==> src/rtl/tgeb_pkg.sv <==
// Package with the shared widths, slot codes and control types of the event builder.
package tgeb_pkg;

    // Field widths of one hit and one slot record.
    localparam int CHAN_W   = 3;
    localparam int TIME_W   = 48;
    localparam int ENERGY_W = 16;
    localparam int EVENT_W  = 32;
    localparam int CFG_W    = 32;

    // Slot layout: detectors first, then the RF slot, then the tagger slot.
    localparam int DETECTOR_COUNT = 4;
    localparam int SLOT_COUNT     = DETECTOR_COUNT + 2;
    localparam int DET_IDX_W      = $clog2(DETECTOR_COUNT);
    localparam logic [CHAN_W-1:0] RF_SLOT   = CHAN_W'(DETECTOR_COUNT);
    localparam logic [CHAN_W-1:0] TAG_SLOT  = CHAN_W'(DETECTOR_COUNT + 1);
    localparam logic [CHAN_W-1:0] LAST_SLOT = CHAN_W'(SLOT_COUNT - 1);

    // Gap window: the register counts units of ten ticks.
    localparam int GAP_DIVISOR = 10;
    localparam int GAP_RESET   = 1000;
    localparam int LIMIT_W     = 36;
    // Tick threshold for the reset window: gap/10 > w holds exactly when gap > 10*w + 9.
    localparam logic [LIMIT_W-1:0] LIMIT_RESET =
        LIMIT_W'(GAP_RESET * GAP_DIVISOR + GAP_DIVISOR - 1);

    // Request from the builder to the record emitter to take a closed event.
    typedef struct packed {
        logic                    valid;
        logic [SLOT_COUNT-1:0]   filled;
        logic [EVENT_W-1:0]      event_number;
    } t_close_req;

endpackage

==> src/rtl/tgeb_if.sv <==
// Valid/ready channel interfaces for hits in and slot records out.
interface tgeb_hit_if;
    logic                            valid;
    logic                            ready;
    logic [tgeb_pkg::CHAN_W-1:0]     channel;
    logic [tgeb_pkg::TIME_W-1:0]     timestamp;
    logic [tgeb_pkg::TIME_W-1:0]     fast_time;
    logic [tgeb_pkg::ENERGY_W-1:0]   slow_energy;
    logic [tgeb_pkg::TIME_W-1:0]     slow_time;
    logic [tgeb_pkg::ENERGY_W-1:0]   fast_energy;

    modport source (
        output valid, channel, timestamp, fast_time, slow_energy, slow_time, fast_energy,
        input  ready
    );
    modport sink (
        input  valid, channel, timestamp, fast_time, slow_energy, slow_time, fast_energy,
        output ready
    );
endinterface

interface tgeb_rec_if;
    logic                            valid;
    logic                            ready;
    logic [tgeb_pkg::CHAN_W-1:0]     slot;
    logic                            present;
    logic [tgeb_pkg::TIME_W-1:0]     hit_fast_time;
    logic [tgeb_pkg::ENERGY_W-1:0]   hit_slow_energy;
    logic [tgeb_pkg::TIME_W-1:0]     hit_slow_time;
    logic [tgeb_pkg::ENERGY_W-1:0]   hit_fast_energy;
    logic [tgeb_pkg::EVENT_W-1:0]    event_number;
    logic                            last_in_event;

    modport source (
        output valid, slot, present, hit_fast_time, hit_slow_energy, hit_slow_time,
               hit_fast_energy, event_number, last_in_event,
        input  ready
    );
    modport sink (
        input  valid, slot, present, hit_fast_time, hit_slow_energy, hit_slow_time,
               hit_fast_energy, event_number, last_in_event,
        output ready
    );
endinterface

==> src/rtl/tgeb_hit_stage.sv <==
// Input register that holds one hit until the builder consumes it.
module tgeb_hit_stage (
    input  logic                            i_clk,
    input  logic                            i_rst_n,
    tgeb_hit_if.sink                        i_hit,
    input  logic                            i_consume,
    output logic                            o_valid,
    output logic [tgeb_pkg::CHAN_W-1:0]     o_channel,
    output logic [tgeb_pkg::TIME_W-1:0]     o_timestamp,
    output logic [tgeb_pkg::TIME_W-1:0]     o_fast_time,
    output logic [tgeb_pkg::ENERGY_W-1:0]   o_slow_energy,
    output logic [tgeb_pkg::TIME_W-1:0]     o_slow_time,
    output logic [tgeb_pkg::ENERGY_W-1:0]   o_fast_energy
);

    logic                            r_valid;
    logic                            n_valid;
    logic                            take;
    logic [tgeb_pkg::CHAN_W-1:0]     r_channel;
    logic [tgeb_pkg::TIME_W-1:0]     r_timestamp;
    logic [tgeb_pkg::TIME_W-1:0]     r_fast_time;
    logic [tgeb_pkg::ENERGY_W-1:0]   r_slow_energy;
    logic [tgeb_pkg::TIME_W-1:0]     r_slow_time;
    logic [tgeb_pkg::ENERGY_W-1:0]   r_fast_energy;

    // The register takes a new request when empty or when its hit leaves this cycle.
    assign i_hit.ready = !r_valid || i_consume;
    assign take        = i_hit.valid && i_hit.ready;

    always_comb begin
        n_valid = r_valid;
        if (take) begin
            n_valid = 1'b1;
        end else if (i_consume) begin
            n_valid = 1'b0;
        end
    end

    always_ff @(posedge i_clk) begin
        if (!i_rst_n) begin
            r_valid <= 1'b0;
        end else begin
            r_valid <= n_valid;
        end
    end

    // Hit payload, loaded with each accepted request.
    always_ff @(posedge i_clk) begin
        if (take) begin
            r_channel     <= i_hit.channel;
            r_timestamp   <= i_hit.timestamp;
            r_fast_time   <= i_hit.fast_time;
            r_slow_energy <= i_hit.slow_energy;
            r_slow_time   <= i_hit.slow_time;
            r_fast_energy <= i_hit.fast_energy;
        end
    end

    assign o_valid       = r_valid;
    assign o_channel     = r_channel;
    assign o_timestamp   = r_timestamp;
    assign o_fast_time   = r_fast_time;
    assign o_slow_energy = r_slow_energy;
    assign o_slow_time   = r_slow_time;
    assign o_fast_energy = r_fast_energy;

endmodule

==> src/rtl/tgeb_builder.sv <==
// Gap check against the window, open-event slot store and event close request.
module tgeb_builder (
    input  logic                                                i_clk,
    input  logic                                                i_rst_n,
    input  logic                                                i_cfg_we,
    input  logic [tgeb_pkg::CFG_W-1:0]                          i_cfg_wdata,
    input  logic                                                i_valid,
    input  logic [tgeb_pkg::CHAN_W-1:0]                         i_channel,
    input  logic [tgeb_pkg::TIME_W-1:0]                         i_timestamp,
    input  logic [tgeb_pkg::TIME_W-1:0]                         i_fast_time,
    input  logic [tgeb_pkg::ENERGY_W-1:0]                       i_slow_energy,
    input  logic [tgeb_pkg::TIME_W-1:0]                         i_slow_time,
    input  logic [tgeb_pkg::ENERGY_W-1:0]                       i_fast_energy,
    output logic                                                o_consume,
    output tgeb_pkg::t_close_req                                o_close,
    input  logic                                                i_close_ready,
    output logic [tgeb_pkg::SLOT_COUNT-1:0][tgeb_pkg::TIME_W-1:0]       o_fast_time,
    output logic [tgeb_pkg::DETECTOR_COUNT-1:0][tgeb_pkg::ENERGY_W-1:0] o_slow_energy,
    output logic [tgeb_pkg::DETECTOR_COUNT-1:0][tgeb_pkg::TIME_W-1:0]   o_slow_time,
    output logic [tgeb_pkg::ENERGY_W-1:0]                       o_tag_energy
);

    logic [tgeb_pkg::LIMIT_W-1:0]                               r_limit;
    logic [tgeb_pkg::TIME_W-1:0]                                r_prev_ts;
    logic                                                       r_seen;
    logic [tgeb_pkg::SLOT_COUNT-1:0]                            r_filled;
    logic [tgeb_pkg::EVENT_W-1:0]                               r_event_count;
    logic [tgeb_pkg::SLOT_COUNT-1:0]                            n_filled;
    logic [tgeb_pkg::SLOT_COUNT-1:0][tgeb_pkg::TIME_W-1:0]      r_fast_time;
    logic [tgeb_pkg::DETECTOR_COUNT-1:0][tgeb_pkg::ENERGY_W-1:0] r_slow_energy;
    logic [tgeb_pkg::DETECTOR_COUNT-1:0][tgeb_pkg::TIME_W-1:0]  r_slow_time;
    logic [tgeb_pkg::ENERGY_W-1:0]                              r_tag_energy;
    logic [tgeb_pkg::TIME_W:0]                                  diff;
    logic                                                       close;
    logic [tgeb_pkg::SLOT_COUNT-1:0]                            base_filled;
    logic [tgeb_pkg::SLOT_COUNT-1:0]                            wr_slot;

    // A gap closes the event when gap/10 exceeds the window, i.e. gap > 10*window + 9.
    assign diff  = {1'b0, i_timestamp} - {1'b0, r_prev_ts};
    assign close = i_valid && r_seen && !diff[tgeb_pkg::TIME_W]
                   && (diff[tgeb_pkg::TIME_W-1:0] > tgeb_pkg::TIME_W'(r_limit));

    // A closing hit waits until the emitter can take the finished event.
    assign o_consume = i_valid && (!close || i_close_ready);

    // Slot capture: the closing hit lands in a freshly cleared event.
    always_comb begin
        base_filled = close ? '0 : r_filled;
        wr_slot     = '0;
        for (int s = 0; s < tgeb_pkg::SLOT_COUNT; s++) begin
            wr_slot[s] = o_consume && (i_channel == tgeb_pkg::CHAN_W'(s)) && !base_filled[s];
        end
        n_filled = base_filled | wr_slot;
    end

    always_ff @(posedge i_clk) begin
        if (!i_rst_n) begin
            r_limit       <= tgeb_pkg::LIMIT_RESET;
            r_prev_ts     <= '0;
            r_seen        <= 1'b0;
            r_filled      <= '0;
            r_event_count <= '0;
        end else begin
            if (i_cfg_we) begin
                r_limit <= tgeb_pkg::LIMIT_W'(i_cfg_wdata)
                           * tgeb_pkg::LIMIT_W'(tgeb_pkg::GAP_DIVISOR)
                           + tgeb_pkg::LIMIT_W'(tgeb_pkg::GAP_DIVISOR - 1);
            end
            if (o_consume) begin
                r_prev_ts <= i_timestamp;
                r_seen    <= 1'b1;
                r_filled  <= n_filled;
                if (close) begin
                    r_event_count <= r_event_count + 1'b1;
                end
            end
        end
    end

    // Captured values of the first hit of each slot.
    always_ff @(posedge i_clk) begin
        for (int s = 0; s < tgeb_pkg::SLOT_COUNT; s++) begin
            if (wr_slot[s]) begin
                r_fast_time[s] <= i_fast_time;
            end
        end
        for (int d = 0; d < tgeb_pkg::DETECTOR_COUNT; d++) begin
            if (wr_slot[d]) begin
                r_slow_energy[d] <= i_slow_energy;
                r_slow_time[d]   <= i_slow_time;
            end
        end
        if (wr_slot[tgeb_pkg::TAG_SLOT]) begin
            r_tag_energy <= i_fast_energy;
        end
    end

    // The closed event is offered with the store contents before this hit's write.
    assign o_close.valid        = close;
    assign o_close.filled       = r_filled;
    assign o_close.event_number = r_event_count;
    assign o_fast_time          = r_fast_time;
    assign o_slow_energy        = r_slow_energy;
    assign o_slow_time          = r_slow_time;
    assign o_tag_energy         = r_tag_energy;

endmodule

==> src/rtl/tgeb_emitter.sv <==
// Holds one closed event and sends its six slot records through an output register.
module tgeb_emitter (
    input  logic                                                i_clk,
    input  logic                                                i_rst_n,
    input  tgeb_pkg::t_close_req                                i_close,
    output logic                                                o_close_ready,
    input  logic [tgeb_pkg::SLOT_COUNT-1:0][tgeb_pkg::TIME_W-1:0]       i_fast_time,
    input  logic [tgeb_pkg::DETECTOR_COUNT-1:0][tgeb_pkg::ENERGY_W-1:0] i_slow_energy,
    input  logic [tgeb_pkg::DETECTOR_COUNT-1:0][tgeb_pkg::TIME_W-1:0]   i_slow_time,
    input  logic [tgeb_pkg::ENERGY_W-1:0]                       i_tag_energy,
    tgeb_rec_if.source                                          o_rec
);

    logic                                                       r_snap_valid;
    logic [tgeb_pkg::SLOT_COUNT-1:0]                            r_snap_filled;
    logic [tgeb_pkg::EVENT_W-1:0]                               r_snap_event;
    logic [tgeb_pkg::SLOT_COUNT-1:0][tgeb_pkg::TIME_W-1:0]      r_snap_fast_time;
    logic [tgeb_pkg::DETECTOR_COUNT-1:0][tgeb_pkg::ENERGY_W-1:0] r_snap_slow_energy;
    logic [tgeb_pkg::DETECTOR_COUNT-1:0][tgeb_pkg::TIME_W-1:0]  r_snap_slow_time;
    logic [tgeb_pkg::ENERGY_W-1:0]                              r_snap_tag_energy;
    logic [tgeb_pkg::CHAN_W-1:0]                                r_idx;
    logic                                                       r_out_valid;
    logic                                                       n_out_valid;
    logic                                                       take_snap;
    logic                                                       load;
    logic                                                       is_last;
    logic                                                       is_det;
    logic                                                       pres;
    logic [tgeb_pkg::CHAN_W-1:0]                                r_slot;
    logic                                                       r_present;
    logic [tgeb_pkg::TIME_W-1:0]                                r_fast_time;
    logic [tgeb_pkg::ENERGY_W-1:0]                              r_slow_energy;
    logic [tgeb_pkg::TIME_W-1:0]                                r_slow_time;
    logic [tgeb_pkg::ENERGY_W-1:0]                              r_fast_energy;
    logic [tgeb_pkg::EVENT_W-1:0]                               r_event_number;
    logic                                                       r_last;

    // The event buffer is free only once all six records have left it.
    assign o_close_ready = !r_snap_valid;
    assign take_snap     = i_close.valid && !r_snap_valid;

    // A record moves into the output register when it is empty or being taken.
    assign load    = r_snap_valid && (!r_out_valid || o_rec.ready);
    assign is_last = (r_idx == tgeb_pkg::LAST_SLOT);
    assign is_det  = (r_idx < tgeb_pkg::CHAN_W'(tgeb_pkg::DETECTOR_COUNT));
    assign pres    = r_snap_filled[r_idx];

    always_comb begin
        n_out_valid = r_out_valid;
        if (load) begin
            n_out_valid = 1'b1;
        end else if (o_rec.ready) begin
            n_out_valid = 1'b0;
        end
    end

    always_ff @(posedge i_clk) begin
        if (!i_rst_n) begin
            r_snap_valid <= 1'b0;
            r_idx        <= '0;
            r_out_valid  <= 1'b0;
        end else begin
            r_out_valid <= n_out_valid;
            if (take_snap) begin
                r_snap_valid <= 1'b1;
            end else if (load && is_last) begin
                r_snap_valid <= 1'b0;
            end
            if (load) begin
                r_idx <= is_last ? '0 : r_idx + 1'b1;
            end
        end
    end

    // Snapshot of the closed event.
    always_ff @(posedge i_clk) begin
        if (take_snap) begin
            r_snap_filled      <= i_close.filled;
            r_snap_event       <= i_close.event_number;
            r_snap_fast_time   <= i_fast_time;
            r_snap_slow_energy <= i_slow_energy;
            r_snap_slow_time   <= i_slow_time;
            r_snap_tag_energy  <= i_tag_energy;
        end
    end

    // Record assembly: absent slots and fields that do not apply read as zero.
    always_ff @(posedge i_clk) begin
        if (load) begin
            r_slot         <= r_idx;
            r_present      <= pres;
            r_fast_time    <= pres ? r_snap_fast_time[r_idx] : '0;
            r_slow_energy  <= (pres && is_det)
                              ? r_snap_slow_energy[r_idx[tgeb_pkg::DET_IDX_W-1:0]] : '0;
            r_slow_time    <= (pres && is_det)
                              ? r_snap_slow_time[r_idx[tgeb_pkg::DET_IDX_W-1:0]] : '0;
            r_fast_energy  <= (pres && (r_idx == tgeb_pkg::TAG_SLOT))
                              ? r_snap_tag_energy : '0;
            r_event_number <= r_snap_event;
            r_last         <= is_last;
        end
    end

    assign o_rec.valid           = r_out_valid;
    assign o_rec.slot            = r_slot;
    assign o_rec.present         = r_present;
    assign o_rec.hit_fast_time   = r_fast_time;
    assign o_rec.hit_slow_energy = r_slow_energy;
    assign o_rec.hit_slow_time   = r_slow_time;
    assign o_rec.hit_fast_energy = r_fast_energy;
    assign o_rec.event_number    = r_event_number;
    assign o_rec.last_in_event   = r_last;

endmodule

==> src/rtl/time_gap_event_builder_unit.sv <==
// Top level of the time-gap event builder: hit register, builder and record emitter.
// One hit per cycle unless stalled; a hit is registered on acceptance and processed the next cycle.
// A hit that closes an event passes the hit register and the event buffer before slot record 0
// enters the output register; records 1 to 5 follow one per cycle while the sink takes them.
// The emitter buffers one closed event, so a closing hit stalls until the previous
// event's six records have been loaded into the output register.
// Synchronous reset clears control state and sets the gap window to 1000; slot data is not cleared.
module time_gap_event_builder_unit (
    input  logic                            i_clk,
    input  logic                            i_rst_n,
    input  logic                            i_cfg_we,
    input  logic [tgeb_pkg::CFG_W-1:0]      i_cfg_wdata,
    tgeb_hit_if.sink                        i_hit,
    tgeb_rec_if.source                      o_rec
);

    logic                                                       hit_valid;
    logic                                                       consume;
    logic [tgeb_pkg::CHAN_W-1:0]                                hit_channel;
    logic [tgeb_pkg::TIME_W-1:0]                                hit_timestamp;
    logic [tgeb_pkg::TIME_W-1:0]                                hit_fast_time;
    logic [tgeb_pkg::ENERGY_W-1:0]                              hit_slow_energy;
    logic [tgeb_pkg::TIME_W-1:0]                                hit_slow_time;
    logic [tgeb_pkg::ENERGY_W-1:0]                              hit_fast_energy;
    tgeb_pkg::t_close_req                                       close_req;
    logic                                                       close_ready;
    logic [tgeb_pkg::SLOT_COUNT-1:0][tgeb_pkg::TIME_W-1:0]      store_fast_time;
    logic [tgeb_pkg::DETECTOR_COUNT-1:0][tgeb_pkg::ENERGY_W-1:0] store_slow_energy;
    logic [tgeb_pkg::DETECTOR_COUNT-1:0][tgeb_pkg::TIME_W-1:0]  store_slow_time;
    logic [tgeb_pkg::ENERGY_W-1:0]                              store_tag_energy;

    // Input register for the hit channel.
    tgeb_hit_stage u_hit_stage (
        .i_clk         (i_clk),
        .i_rst_n       (i_rst_n),
        .i_hit         (i_hit),
        .i_consume     (consume),
        .o_valid       (hit_valid),
        .o_channel     (hit_channel),
        .o_timestamp   (hit_timestamp),
        .o_fast_time   (hit_fast_time),
        .o_slow_energy (hit_slow_energy),
        .o_slow_time   (hit_slow_time),
        .o_fast_energy (hit_fast_energy)
    );

    // Gap check and open-event store.
    tgeb_builder u_builder (
        .i_clk         (i_clk),
        .i_rst_n       (i_rst_n),
        .i_cfg_we      (i_cfg_we),
        .i_cfg_wdata   (i_cfg_wdata),
        .i_valid       (hit_valid),
        .i_channel     (hit_channel),
        .i_timestamp   (hit_timestamp),
        .i_fast_time   (hit_fast_time),
        .i_slow_energy (hit_slow_energy),
        .i_slow_time   (hit_slow_time),
        .i_fast_energy (hit_fast_energy),
        .o_consume     (consume),
        .o_close       (close_req),
        .i_close_ready (close_ready),
        .o_fast_time   (store_fast_time),
        .o_slow_energy (store_slow_energy),
        .o_slow_time   (store_slow_time),
        .o_tag_energy  (store_tag_energy)
    );

    // Closed-event buffer and record output register.
    tgeb_emitter u_emitter (
        .i_clk         (i_clk),
        .i_rst_n       (i_rst_n),
        .i_close       (close_req),
        .o_close_ready (close_ready),
        .i_fast_time   (store_fast_time),
        .i_slow_energy (store_slow_energy),
        .i_slow_time   (store_slow_time),
        .i_tag_energy  (store_tag_energy),
        .o_rec         (o_rec)
    );

endmodule

==> src/flat_wrapper.sv <==
// flat-port wrapper written by rule: the top's interface ports become plain ports
module time_gap_event_builder_unit_flat 
  (i_clk, i_rst_n, i_cfg_we, i_cfg_wdata, i_hit_valid, i_hit_channel, i_hit_timestamp, i_hit_fast_time, i_hit_slow_energy, i_hit_slow_time, i_hit_fast_energy, i_hit_ready, o_rec_valid, o_rec_slot, o_rec_present, o_rec_hit_fast_time, o_rec_hit_slow_energy, o_rec_hit_slow_time, o_rec_hit_fast_energy, o_rec_event_number, o_rec_last_in_event, o_rec_ready);
  tgeb_hit_if i_hit_i ();
  tgeb_rec_if o_rec_i ();
  input  logic i_clk;
  input  logic i_rst_n;
  input  logic i_cfg_we;
  input  logic [tgeb_pkg::CFG_W-1:0] i_cfg_wdata;
  input wire logic [$bits(i_hit_i.valid)-1:0] i_hit_valid;
  input wire logic [$bits(i_hit_i.channel)-1:0] i_hit_channel;
  input wire logic [$bits(i_hit_i.timestamp)-1:0] i_hit_timestamp;
  input wire logic [$bits(i_hit_i.fast_time)-1:0] i_hit_fast_time;
  input wire logic [$bits(i_hit_i.slow_energy)-1:0] i_hit_slow_energy;
  input wire logic [$bits(i_hit_i.slow_time)-1:0] i_hit_slow_time;
  input wire logic [$bits(i_hit_i.fast_energy)-1:0] i_hit_fast_energy;
  output wire logic [$bits(i_hit_i.ready)-1:0] i_hit_ready;
  output wire logic [$bits(o_rec_i.valid)-1:0] o_rec_valid;
  output wire logic [$bits(o_rec_i.slot)-1:0] o_rec_slot;
  output wire logic [$bits(o_rec_i.present)-1:0] o_rec_present;
  output wire logic [$bits(o_rec_i.hit_fast_time)-1:0] o_rec_hit_fast_time;
  output wire logic [$bits(o_rec_i.hit_slow_energy)-1:0] o_rec_hit_slow_energy;
  output wire logic [$bits(o_rec_i.hit_slow_time)-1:0] o_rec_hit_slow_time;
  output wire logic [$bits(o_rec_i.hit_fast_energy)-1:0] o_rec_hit_fast_energy;
  output wire logic [$bits(o_rec_i.event_number)-1:0] o_rec_event_number;
  output wire logic [$bits(o_rec_i.last_in_event)-1:0] o_rec_last_in_event;
  input wire logic [$bits(o_rec_i.ready)-1:0] o_rec_ready;
  assign i_hit_i.valid = i_hit_valid;
  assign i_hit_i.channel = i_hit_channel;
  assign i_hit_i.timestamp = i_hit_timestamp;
  assign i_hit_i.fast_time = i_hit_fast_time;
  assign i_hit_i.slow_energy = i_hit_slow_energy;
  assign i_hit_i.slow_time = i_hit_slow_time;
  assign i_hit_i.fast_energy = i_hit_fast_energy;
  assign i_hit_ready = i_hit_i.ready;
  assign o_rec_valid = o_rec_i.valid;
  assign o_rec_slot = o_rec_i.slot;
  assign o_rec_present = o_rec_i.present;
  assign o_rec_hit_fast_time = o_rec_i.hit_fast_time;
  assign o_rec_hit_slow_energy = o_rec_i.hit_slow_energy;
  assign o_rec_hit_slow_time = o_rec_i.hit_slow_time;
  assign o_rec_hit_fast_energy = o_rec_i.hit_fast_energy;
  assign o_rec_event_number = o_rec_i.event_number;
  assign o_rec_last_in_event = o_rec_i.last_in_event;
  assign o_rec_i.ready = o_rec_ready;
  time_gap_event_builder_unit u_core (.i_clk(i_clk), .i_rst_n(i_rst_n), .i_cfg_we(i_cfg_we), .i_cfg_wdata(i_cfg_wdata), .i_hit(i_hit_i), .o_rec(o_rec_i));
endmodule
==> config.mk <==
export PLATFORM = sky130hd
export DESIGN_NAME = time_gap_event_builder_unit_flat
export DESIGN_NICKNAME = d
export VERILOG_FILES = /design/src/rtl/tgeb_pkg.sv /design/src/rtl/tgeb_if.sv /design/src/rtl/tgeb_hit_stage.sv /design/src/rtl/tgeb_builder.sv /design/src/rtl/tgeb_emitter.sv /design/src/rtl/time_gap_event_builder_unit.sv /design/src/flat_wrapper.sv
export SDC_FILE = /design/constraint.sdc
export NUM_CORES = 2
export LEC_CHECK = 0
export ABC_AREA = 1
export ABC_CLOCK_PERIOD_IN_PS = 17700
export BUFFER_PORTS_ARGS = -buffer_cell sky130_fd_sc_hd__buf_2
export CAP_MARGIN = 30
export CORE_MARGIN = 3
export CORE_UTILIZATION = 30
export CTS_CLUSTER_DIAMETER = 120
export DETAILED_ROUTE_END_ITERATION = 8
export SKIP_CTS_REPAIR_TIMING = 1
export SYNTH_ARGS = -nofsm -noshare
export SYNTH_HDL_FRONTEND = slang
export SYNTH_SLANG_ARGS = --single-unit
==> constraint.sdc <==
create_clock -name i_clk -period 17.7 [get_ports i_clk]
set_input_delay 0.885 -clock i_clk [delete_from_list [all_inputs] [get_ports i_clk]]
set_output_delay 0.885 -clock i_clk [all_outputs]
set_load 0.02 [all_outputs]
# After elaboration in Yosys (flattened, before gate mapping)
# Index checks and enable logic that the tools add are counted.
totals:
  reg_bits: 1631
  latchBits: 0
  ramBits: 0
  romBits: 0
  input_bits: 216
  mem_count: 0
op_classes:
  add_sub_neg: 4
  mul: 1
  div_mod_pow: 0
  magnitude_cmp: 4
  n_eq_ne: 6
  n_shift: 0
  n_mux: 16
  n_bitwise: 1
  n_reduce_logical: 41
ops:
  columns: ["cell", "n"]
  rows:
  - ["binary-select mux 48 bit (select 3 bit)", 1]
  - ["binary-select mux 48 bit (select 2 bit)", 1]
  - ["two-way mux 48 bit", 2]
  - ["subtractor 48 x 48 -> 49 bit", 1]
  - ["greater-than comparator 48 x 36 -> 1 bit", 1]
  - ["adder 36 x 4 -> 36 bit, second input constant", 1]
  - ["multiplier 32 x 3 -> 35 bit, second input constant", 1]
  - ["adder 32 x 1 -> 32 bit, second input constant", 1]
  - ["binary-select mux 16 bit (select 2 bit)", 1]
  - ["logical AND 1 bit", 22]
  - ["two-way mux 16 bit", 1]
  - ["zero test 1 bit", 11]
  - ["== test 3 bit, second input constant", 3]
  - ["two-way mux 1 bit", 7]
  - ["== test 3 x 2 -> 1 bit, second input constant", 2]
  - ["two-way mux 6 bit", 1]
  - ["bitwise OR 6 bit", 1]
  - ["nonzero test 2 bit", 3]
  - ["< comparator 3 x 4 -> 1 bit, second input constant", 1]
  - ["adder 3 x 1 -> 3 bit, second input constant", 1]
  - ["binary-select mux 1 bit (select 3 bit)", 1]
  - ["== test 3 x 1 -> 1 bit, second input constant", 1]
  - ["zero test 3 bit", 1]
  - ["logical OR 1 bit", 3]
  - ["4 further kinds", 4]

# Longest topological paths before layout
depth:
  word_depth: 10
  mapped_depth: 30
  mapped_depth_nobuf: 29

# Cells and area by module
# Synthesis repeated with hierarchy kept, for this count alone.
unflattened:
  cells_unflattened: 4946
  hier_area_um2: 63836.2
by_module_without_submodules:
  columns: ["module", "n_inst", "cells_each", "area_each_um2"]
  rows:
  - ["tgeb_builder", 1, 2801, 30107.6]
  - ["tgeb_emitter", 1, 1959, 28302.1]
  - ["tgeb_hit_stage", 1, 186, 5426.5]

# Worst setup path before layout
# No wires, ideal clock.
synth_path:
  path_type: "reg2reg"
  from: "reg u_core.u_hit_stage.r_timestamp (netlist bit u_core.u_hit_stage.o_timestamp[0])"
  to: "reg u_core.u_emitter.r_snap_event[0] (netlist bit) (enable)"
  setup_time_ns: 0.945
  arrival_ns: 14.783
  required_time_ns: 16.755
  setup_slack_ns: 1.972
  stages_incl_launch_ff: 27
  path_buffers: 1
  path_cell_list: "edfxtp_1 -> inv_1 -> ha_1 -> inv_1 -> fa_1 -> nand3_1 -> nand2_1 -> nand2_1 -> nand2_1 -> nand2_1 -> nand2_1 -> a31oi_1 -> inv_1 -> a21oi_1 -> xnor2_1 -> ha_1 -> nand4_1 -> nor4_1 -> nand2_1 -> nand3_1 -> nand2_1 -> inv_1 -> nor2_2 -> nand3_4 -> nand3_2 -> buf_6 -> inv_1"
synth_between:
  elab_chain_cells: 5
  word_cells_on_any_way: 6
synth_rtl:
  columns: ["item", "line", "source"]
  rows:
  - ["from (decl)", "tgeb_hit_stage.sv:20", "logic [tgeb_pkg::TIME_W-1:0] r_timestamp;"]
  - ["from (signal assigned)", "tgeb_hit_stage.sv:51", "r_timestamp <= i_hit.timestamp;"]
  - ["subtractor 48 x 48 -> 49 bit (*)", "tgeb_builder.sv:39", "assign diff = {1'b0, i_timestamp} - {1'b0, r_prev_ts};"]
  - ["branches (longest 2 deep; another with greater-than comparator 48 x 36 -> 1 bit)", null, null]
  - ["logical AND 1 bit (*)", "tgeb_builder.sv:41", "&& (diff[tgeb_pkg::TIME_W-1:0] > tgeb_pkg::TIME_W'(r_limit));"]
  - ["logical AND 1 bit (*)", "tgeb_emitter.sv:40", "assign take_snap = i_close.valid && !r_snap_valid;"]
  - ["net u_core.u_emitter.take_snap", "tgeb_emitter.sv:24", "logic take_snap;"]
  - ["to (signal assigned)", "tgeb_emitter.sv:79", "r_snap_event <= i_close.event_number;"]
  - ["to (decl)", "tgeb_emitter.sv:16", "logic [tgeb_pkg::EVENT_W-1:0] r_snap_event;"]
# Mark *: on every way through the listed nets, which the timed path passes.
# A chain may end at the register's enable or synchronous reset.

# Worst setup path in the final report
layout_path:
  from: "reg u_core.u_builder.r_prev_ts[6] (netlist bit)"
  to: "reg u_core.u_emitter.r_snap_slow_energy[37] (netlist bit) (enable)"
layout_between:
  elab_chain_cells: 5
  word_cells_on_any_way: 6
layout_rtl:
  columns: ["item", "line", "source"]
  rows:
  - ["from (decl)", "tgeb_builder.sv:24", "logic [tgeb_pkg::TIME_W-1:0] r_prev_ts;"]
  - ["from (signal assigned)", "tgeb_builder.sv:70", "r_prev_ts <= i_timestamp;"]
  - ["subtractor 48 x 48 -> 49 bit (*)", "tgeb_builder.sv:39", null]
  - ["branches (longest 2 deep; another with greater-than comparator 48 x 36 -> 1 bit)", null, null]
  - ["logical AND 1 bit (*)", "tgeb_builder.sv:41", null]
  - ["logical AND 1 bit (*)", "tgeb_emitter.sv:40", null]
  - ["net u_core.u_emitter.take_snap", "tgeb_emitter.sv:24", null]
  - ["to (signal assigned)", "tgeb_emitter.sv:81", "r_snap_slow_energy <= i_slow_energy;"]
  - ["to (decl)", "tgeb_emitter.sv:18", "logic [tgeb_pkg::DETECTOR_COUNT-1:0][tgeb_pkg::ENERGY_W-1:0] r_snap_slow_energy;"]
# Marks and branches as above.

==> qor.tcl <==
set qor(run_status) {finished, final reports clean}
set qor(clock_latency_ps) 790
set qor(clock_sinks) 1630
set qor(synth_enable_flop_cells) 1502
set qor(final_layout_size_suffix_gt1_share_pct) 14.24
set qor(r2r-end) {u_core.u_emitter.r_snap_slow_energy[37]$_DFFE_PP_}
set qor(irDropWorstVdd_mv) 0.08620
set qor(finalNetCount) 5618
set qor(floorplan.die_area_um2) 217200
set qor(wl_um) 154600
set qor(numCtsBuffers) 169
set qor(synth_area_leader_cell) {sky130_fd_sc_hd__edfxtp_1}
set qor(slew_viol_final) 0
set qor(layout.filler_cells) 20140
set qor(last_weighted_congestion_value_of_the_routability_driven_placer) 0.8644
set qor(critical_path.endpoint) {u_core.u_emitter.r_snap_slow_energy[37]$_DFFE_PP_}
set qor(ys.flop_type) {sky130_fd_sc_hd__edfxtp_1}
set qor(post_synth_instance_area_um2) 63500
set qor(ys_seq_elements) 1630
set qor(relSlewSlack_pct) 26.29
set qor(firstDrtPassIters) 8
set qor(switchingPower_mw) 1.909
set qor(grt_usage_pct) 13.96
set qor(grt_start_max_net_pins) 191
set qor(detail_route.vias_per_cell) 4.514
set qor(grt_setup_unrepaired) {false}
set qor(static-leakage-power_nw) 27.16
set qor(synth_async_sr_flop_share_pct) 0
set qor(power.density_cell_area_nw_per_um2) 112.9
set qor(r2r.worst_path.cells) 26
set qor(synthesis.nets) 5169
set qor(setup_total_negative_slack_ps) 0
set qor(cp.required_ps) 18060
set qor(cell_total_after_placement) 7887
set qor(dieHeight_um) 466.1
set qor(placementRows) 168
set qor(layout.cells.non_filler) 8218
set qor(critPathCaptureType) {flip-flop}
set qor(finalClockSkew_ps) 62.79
set qor(p_seq_share_pct) 51.4
set qor(path_class) {reg2reg}
set qor(power.share.clock_pct) 41.6
set qor(share_comb_of_total_power_pct) 7.0
set qor(synth_cells) 4806
set qor(synth.yosys.warnings) 0
set qor(hold_path_class) {in2reg}
set qor(worst_slew_pin_slew_ps) 1106
set qor(syn2layout_area_growth_pct) 17.31
set qor(worst_setup_path_start_kind) {flip-flop}
set qor(grt_pass1_vias) 37250
set qor(wire_length_of_the_first_global_routing_pass_um) 230400
set qor(post-layout-total-power_mw) 8.407
set qor(worst_setup_hold_path_clk_slew_ps) 60
set qor(max_clock_freq_mhz) 122.8
set qor(starting_density_of_the_core_pct) 30.24
set qor(grt-ovfl-total) 0
set qor(worstPathArrival_ps) 8500
set qor(number_of_vias_after_detailed_routing) 37100
set qor(die_width_um) 466.1
set qor(antenna_found_initial) 29
set qor(cts_root_buffer) {sky130_fd_sc_hd__clkbuf_16}
set qor(power_switching_share_pct) 22.70
set qor(cts-htree-levels) 4
set qor(layout.core_utilization_pct) 35.47
set qor(critPathLaunch) {u_core.u_builder.r_prev_ts[6]$_SDFFE_PN0P_}
set qor(timing.final.hold_violations) 0
set qor(synth.area.top_cells) {sky130_fd_sc_hd__edfxtp_1, sky130_fd_sc_hd__nand2_1, sky130_fd_sc_hd__dfxtp_1}
set qor(antenna_left) 0
set qor(intPower_mw) 6.499
set qor(yosysUniqueCellTypes) 44
set qor(max_cap_violations) 0
set qor(setup_violators_final) 0
set qor(synth.top_cell.area_share_pct) 71.03
set qor(timing.final.crit_share_pct) 45.99
set qor(number_of_buffers_added_on_ports) 382
set qor(ff2ff_setup_slack_ps) 9560
set qor(cts_tree) {yes}
set qor(number_of_drc_violations_after_detailed_routing) 0
set qor(critPathMaxFanout) 190
set qor(final.min_clock_period_ps) 8140
set qor(setup_ws_ps) 9560
set qor(synth.yosys.seq_area_share_pct) 75.06
set qor(ioPinCount) 383
set qor(pre_cts_ws_ps) 9684
set qor(place.detailed.hpwl_um) 98640
set qor(floorplan.core_area_um2) 210000
set qor(cts-root-to-sink-buffers) 3
set qor(drtIter0Drc) 2568
set qor(regToRegStartpoint) {u_core.u_builder.r_prev_ts[6]$_SDFFE_PN0P_}
set qor(route.detailed.wl_per_inst_um) 18.81
set qor(postSynthAreaPerCell_um2) 13.21
[power by group through the flow]
stage | combinational (mW) | clock [mW] | sequential, mW
final | 0.586 | 3.50 | 4.33
after detailed placement | 0.588 | 0 | 4.41
after floorplan | 0.385 | 0 | 4.42
after CTS | 0.593 | 3.60 | 4.33
after global placement | 0.585 | 0 | 4.40
after global routing | 0.665 | 3.76 | 4.33
[cells by family (layout without fill, tap and decap cells)]
kind of cell	count (synthesis)	after routing	synth area share (%)
compound gates	737	737	6.611
xor+xnor	96	96	1.324
fa+ha+maj	147	147	2.920
buf+inv	647	1241	4.002
flops	1630	1630	75.06
other cells	0	13	0
simple gates	1549	1549	10.08
[metal layers]
layer | global-route usage [%] | wire [um]
met5 | 0 | 13
met4 | 4.859 | 4809
met3 | 2.360 | 7237
met2 | 24.33 | 76860
met1 | 17.46 | 65630
[flip-flops by register name, summed over array words and instances, names as in the netlist, 32 cells and up]
| name | flops |
|---|---|
| u_core.u_builder.r_event_count | 32 |
| u_core.u_hit_stage.o_slow_time | 48 |
| u_core.u_emitter.r_snap_slow_time | 192 |
| u_core.u_hit_stage.o_timestamp | 48 |
| u_core.u_builder.o_fast_time | 288 |
| u_core.u_emitter.r_snap_fast_time | 288 |
| u_core.u_emitter.r_snap_event | 32 |
| u_core.u_hit_stage.o_fast_time | 48 |
| u_core.u_builder.o_slow_time | 192 |
| u_core.u_builder.r_prev_ts | 48 |
| u_core.u_builder.r_limit | 35 |
| u_core.u_emitter.r_snap_slow_energy | 64 |
| u_core.u_emitter.o_rec.hit_slow_time | 48 |
| u_core.u_emitter.o_rec.hit_fast_time | 48 |
| u_core.u_builder.o_slow_energy | 64 |
| u_core.u_emitter.o_rec.event_number | 32 |
[per-stage QoR]
stage | hold slack, ps | area [um2]
after global routing | 196.7 | 74480
after floorplan | 400.3 | 63500
after global placement | 400.2 | 68710
after CTS | 173.3 | 74410
final | 265.9 | 74490
after detailed placement | 404.5 | 68820
[cells in the final DEF (no fill, tap or decap), drive strengths merged, types with 74 or more instances in the layout]
cell / netlist / final
a21oi: 263 / 263
inv: 491 / 502
edfxtp: 1502 / 1502
dfxtp: 128 / 128
clkbuf: 111 / 220
clkinv: 4 / 74
nand2: 769 / 769
o21ai: 315 / 315
ha: 145 / 145
nand3: 158 / 158
nor2: 485 / 485
buf: 41 / 430
a22oi: 88 / 88
[cell usage after synthesis, drive strengths merged (10+ instances only)]
cell / n
nand3b: 10
o21bai: 17
xnor2: 29
a31oi: 33
edfxtp: 1502
dfxtp: 128
nor2: 485
clkbuf: 111
o21ai: 315
nand4: 69
a22oi: 88
xor2: 67
a21oi: 263
ha: 145
nor4: 10
nand2: 769
nand3: 158
nor3: 43
buf: 41
inv: 491
[worst min-delay path by stage]
stage / start / end / slack, ps / cells after the start
after floorplan: u_core.u_hit_stage.o_fast_energy[0]$_DFFE_PP_ / u_core.u_builder.o_tag_energy[0]$_DFFE_PP_ / 400 / 0
after global placement: u_core.u_builder.o_fast_time[213]$_DFFE_PP_ / u_core.u_emitter.r_snap_fast_time[213]$_DFFE_PP_ / 400 / 0
after detailed placement: u_core.u_emitter.r_snap_event[20]$_DFFE_PP_ / u_core.u_emitter.o_rec.event_number[20]$_DFFE_PP_ / 400 / 0
after CTS: i_hit_fast_time[36] / u_core.u_hit_stage.o_fast_time[36]$_DFFE_PP_ / 170 / 1
after global routing: i_hit_fast_energy[9] / u_core.u_hit_stage.o_fast_energy[9]$_DFFE_PP_ / 200 / 1
final: i_hit_slow_time[17] / u_core.u_hit_stage.o_slow_time[17]$_DFFE_PP_ / 270 / 1
[critical path: stages (launching register included)]
cell,delay (ps)
sky130_fd_sc_hd__dfxtp_1,350
sky130_fd_sc_hd__inv_1,60
sky130_fd_sc_hd__ha_1,360
sky130_fd_sc_hd__nand2_1,130
sky130_fd_sc_hd__nor2_1,100
sky130_fd_sc_hd__nand2_1,60
sky130_fd_sc_hd__nand2_1,170
sky130_fd_sc_hd__nand2_1,80
sky130_fd_sc_hd__nand3_1,190
sky130_fd_sc_hd__inv_1,60
sky130_fd_sc_hd__o21bai_1,440
sky130_fd_sc_hd__a21oi_1,200
sky130_fd_sc_hd__xnor2_1,180
sky130_fd_sc_hd__ha_1,320
sky130_fd_sc_hd__nand4_1,140
sky130_fd_sc_hd__nor4_1,480
sky130_fd_sc_hd__nand2_1,100
sky130_fd_sc_hd__nand3_1,100
sky130_fd_sc_hd__nand2_1,70
sky130_fd_sc_hd__inv_1,70
sky130_fd_sc_hd__nor2_2,50
sky130_fd_sc_hd__nand3_4,350
sky130_fd_sc_hd__nand3_2,800
sky130_fd_sc_hd__inv_8,840
sky130_fd_sc_hd__buf_4,560
sky130_fd_sc_hd__buf_16,310
sky130_fd_sc_hd__buf_12,610
[layout make-up]
cell class	count	area (um2)	share of cell area, %
flip-flops and latches	1630	47670	64.00
multi-input cells	2529	13400	17.99
clock buffers	220	4607	6.184
well taps	2805	3510	4.711
repair buffers	430	2410	3.235
inverters	495	1881	2.524
clock inverters	96	982.2	1.318
diodes	13	32.53	0.04367
(Power assumes the default switching activity.)
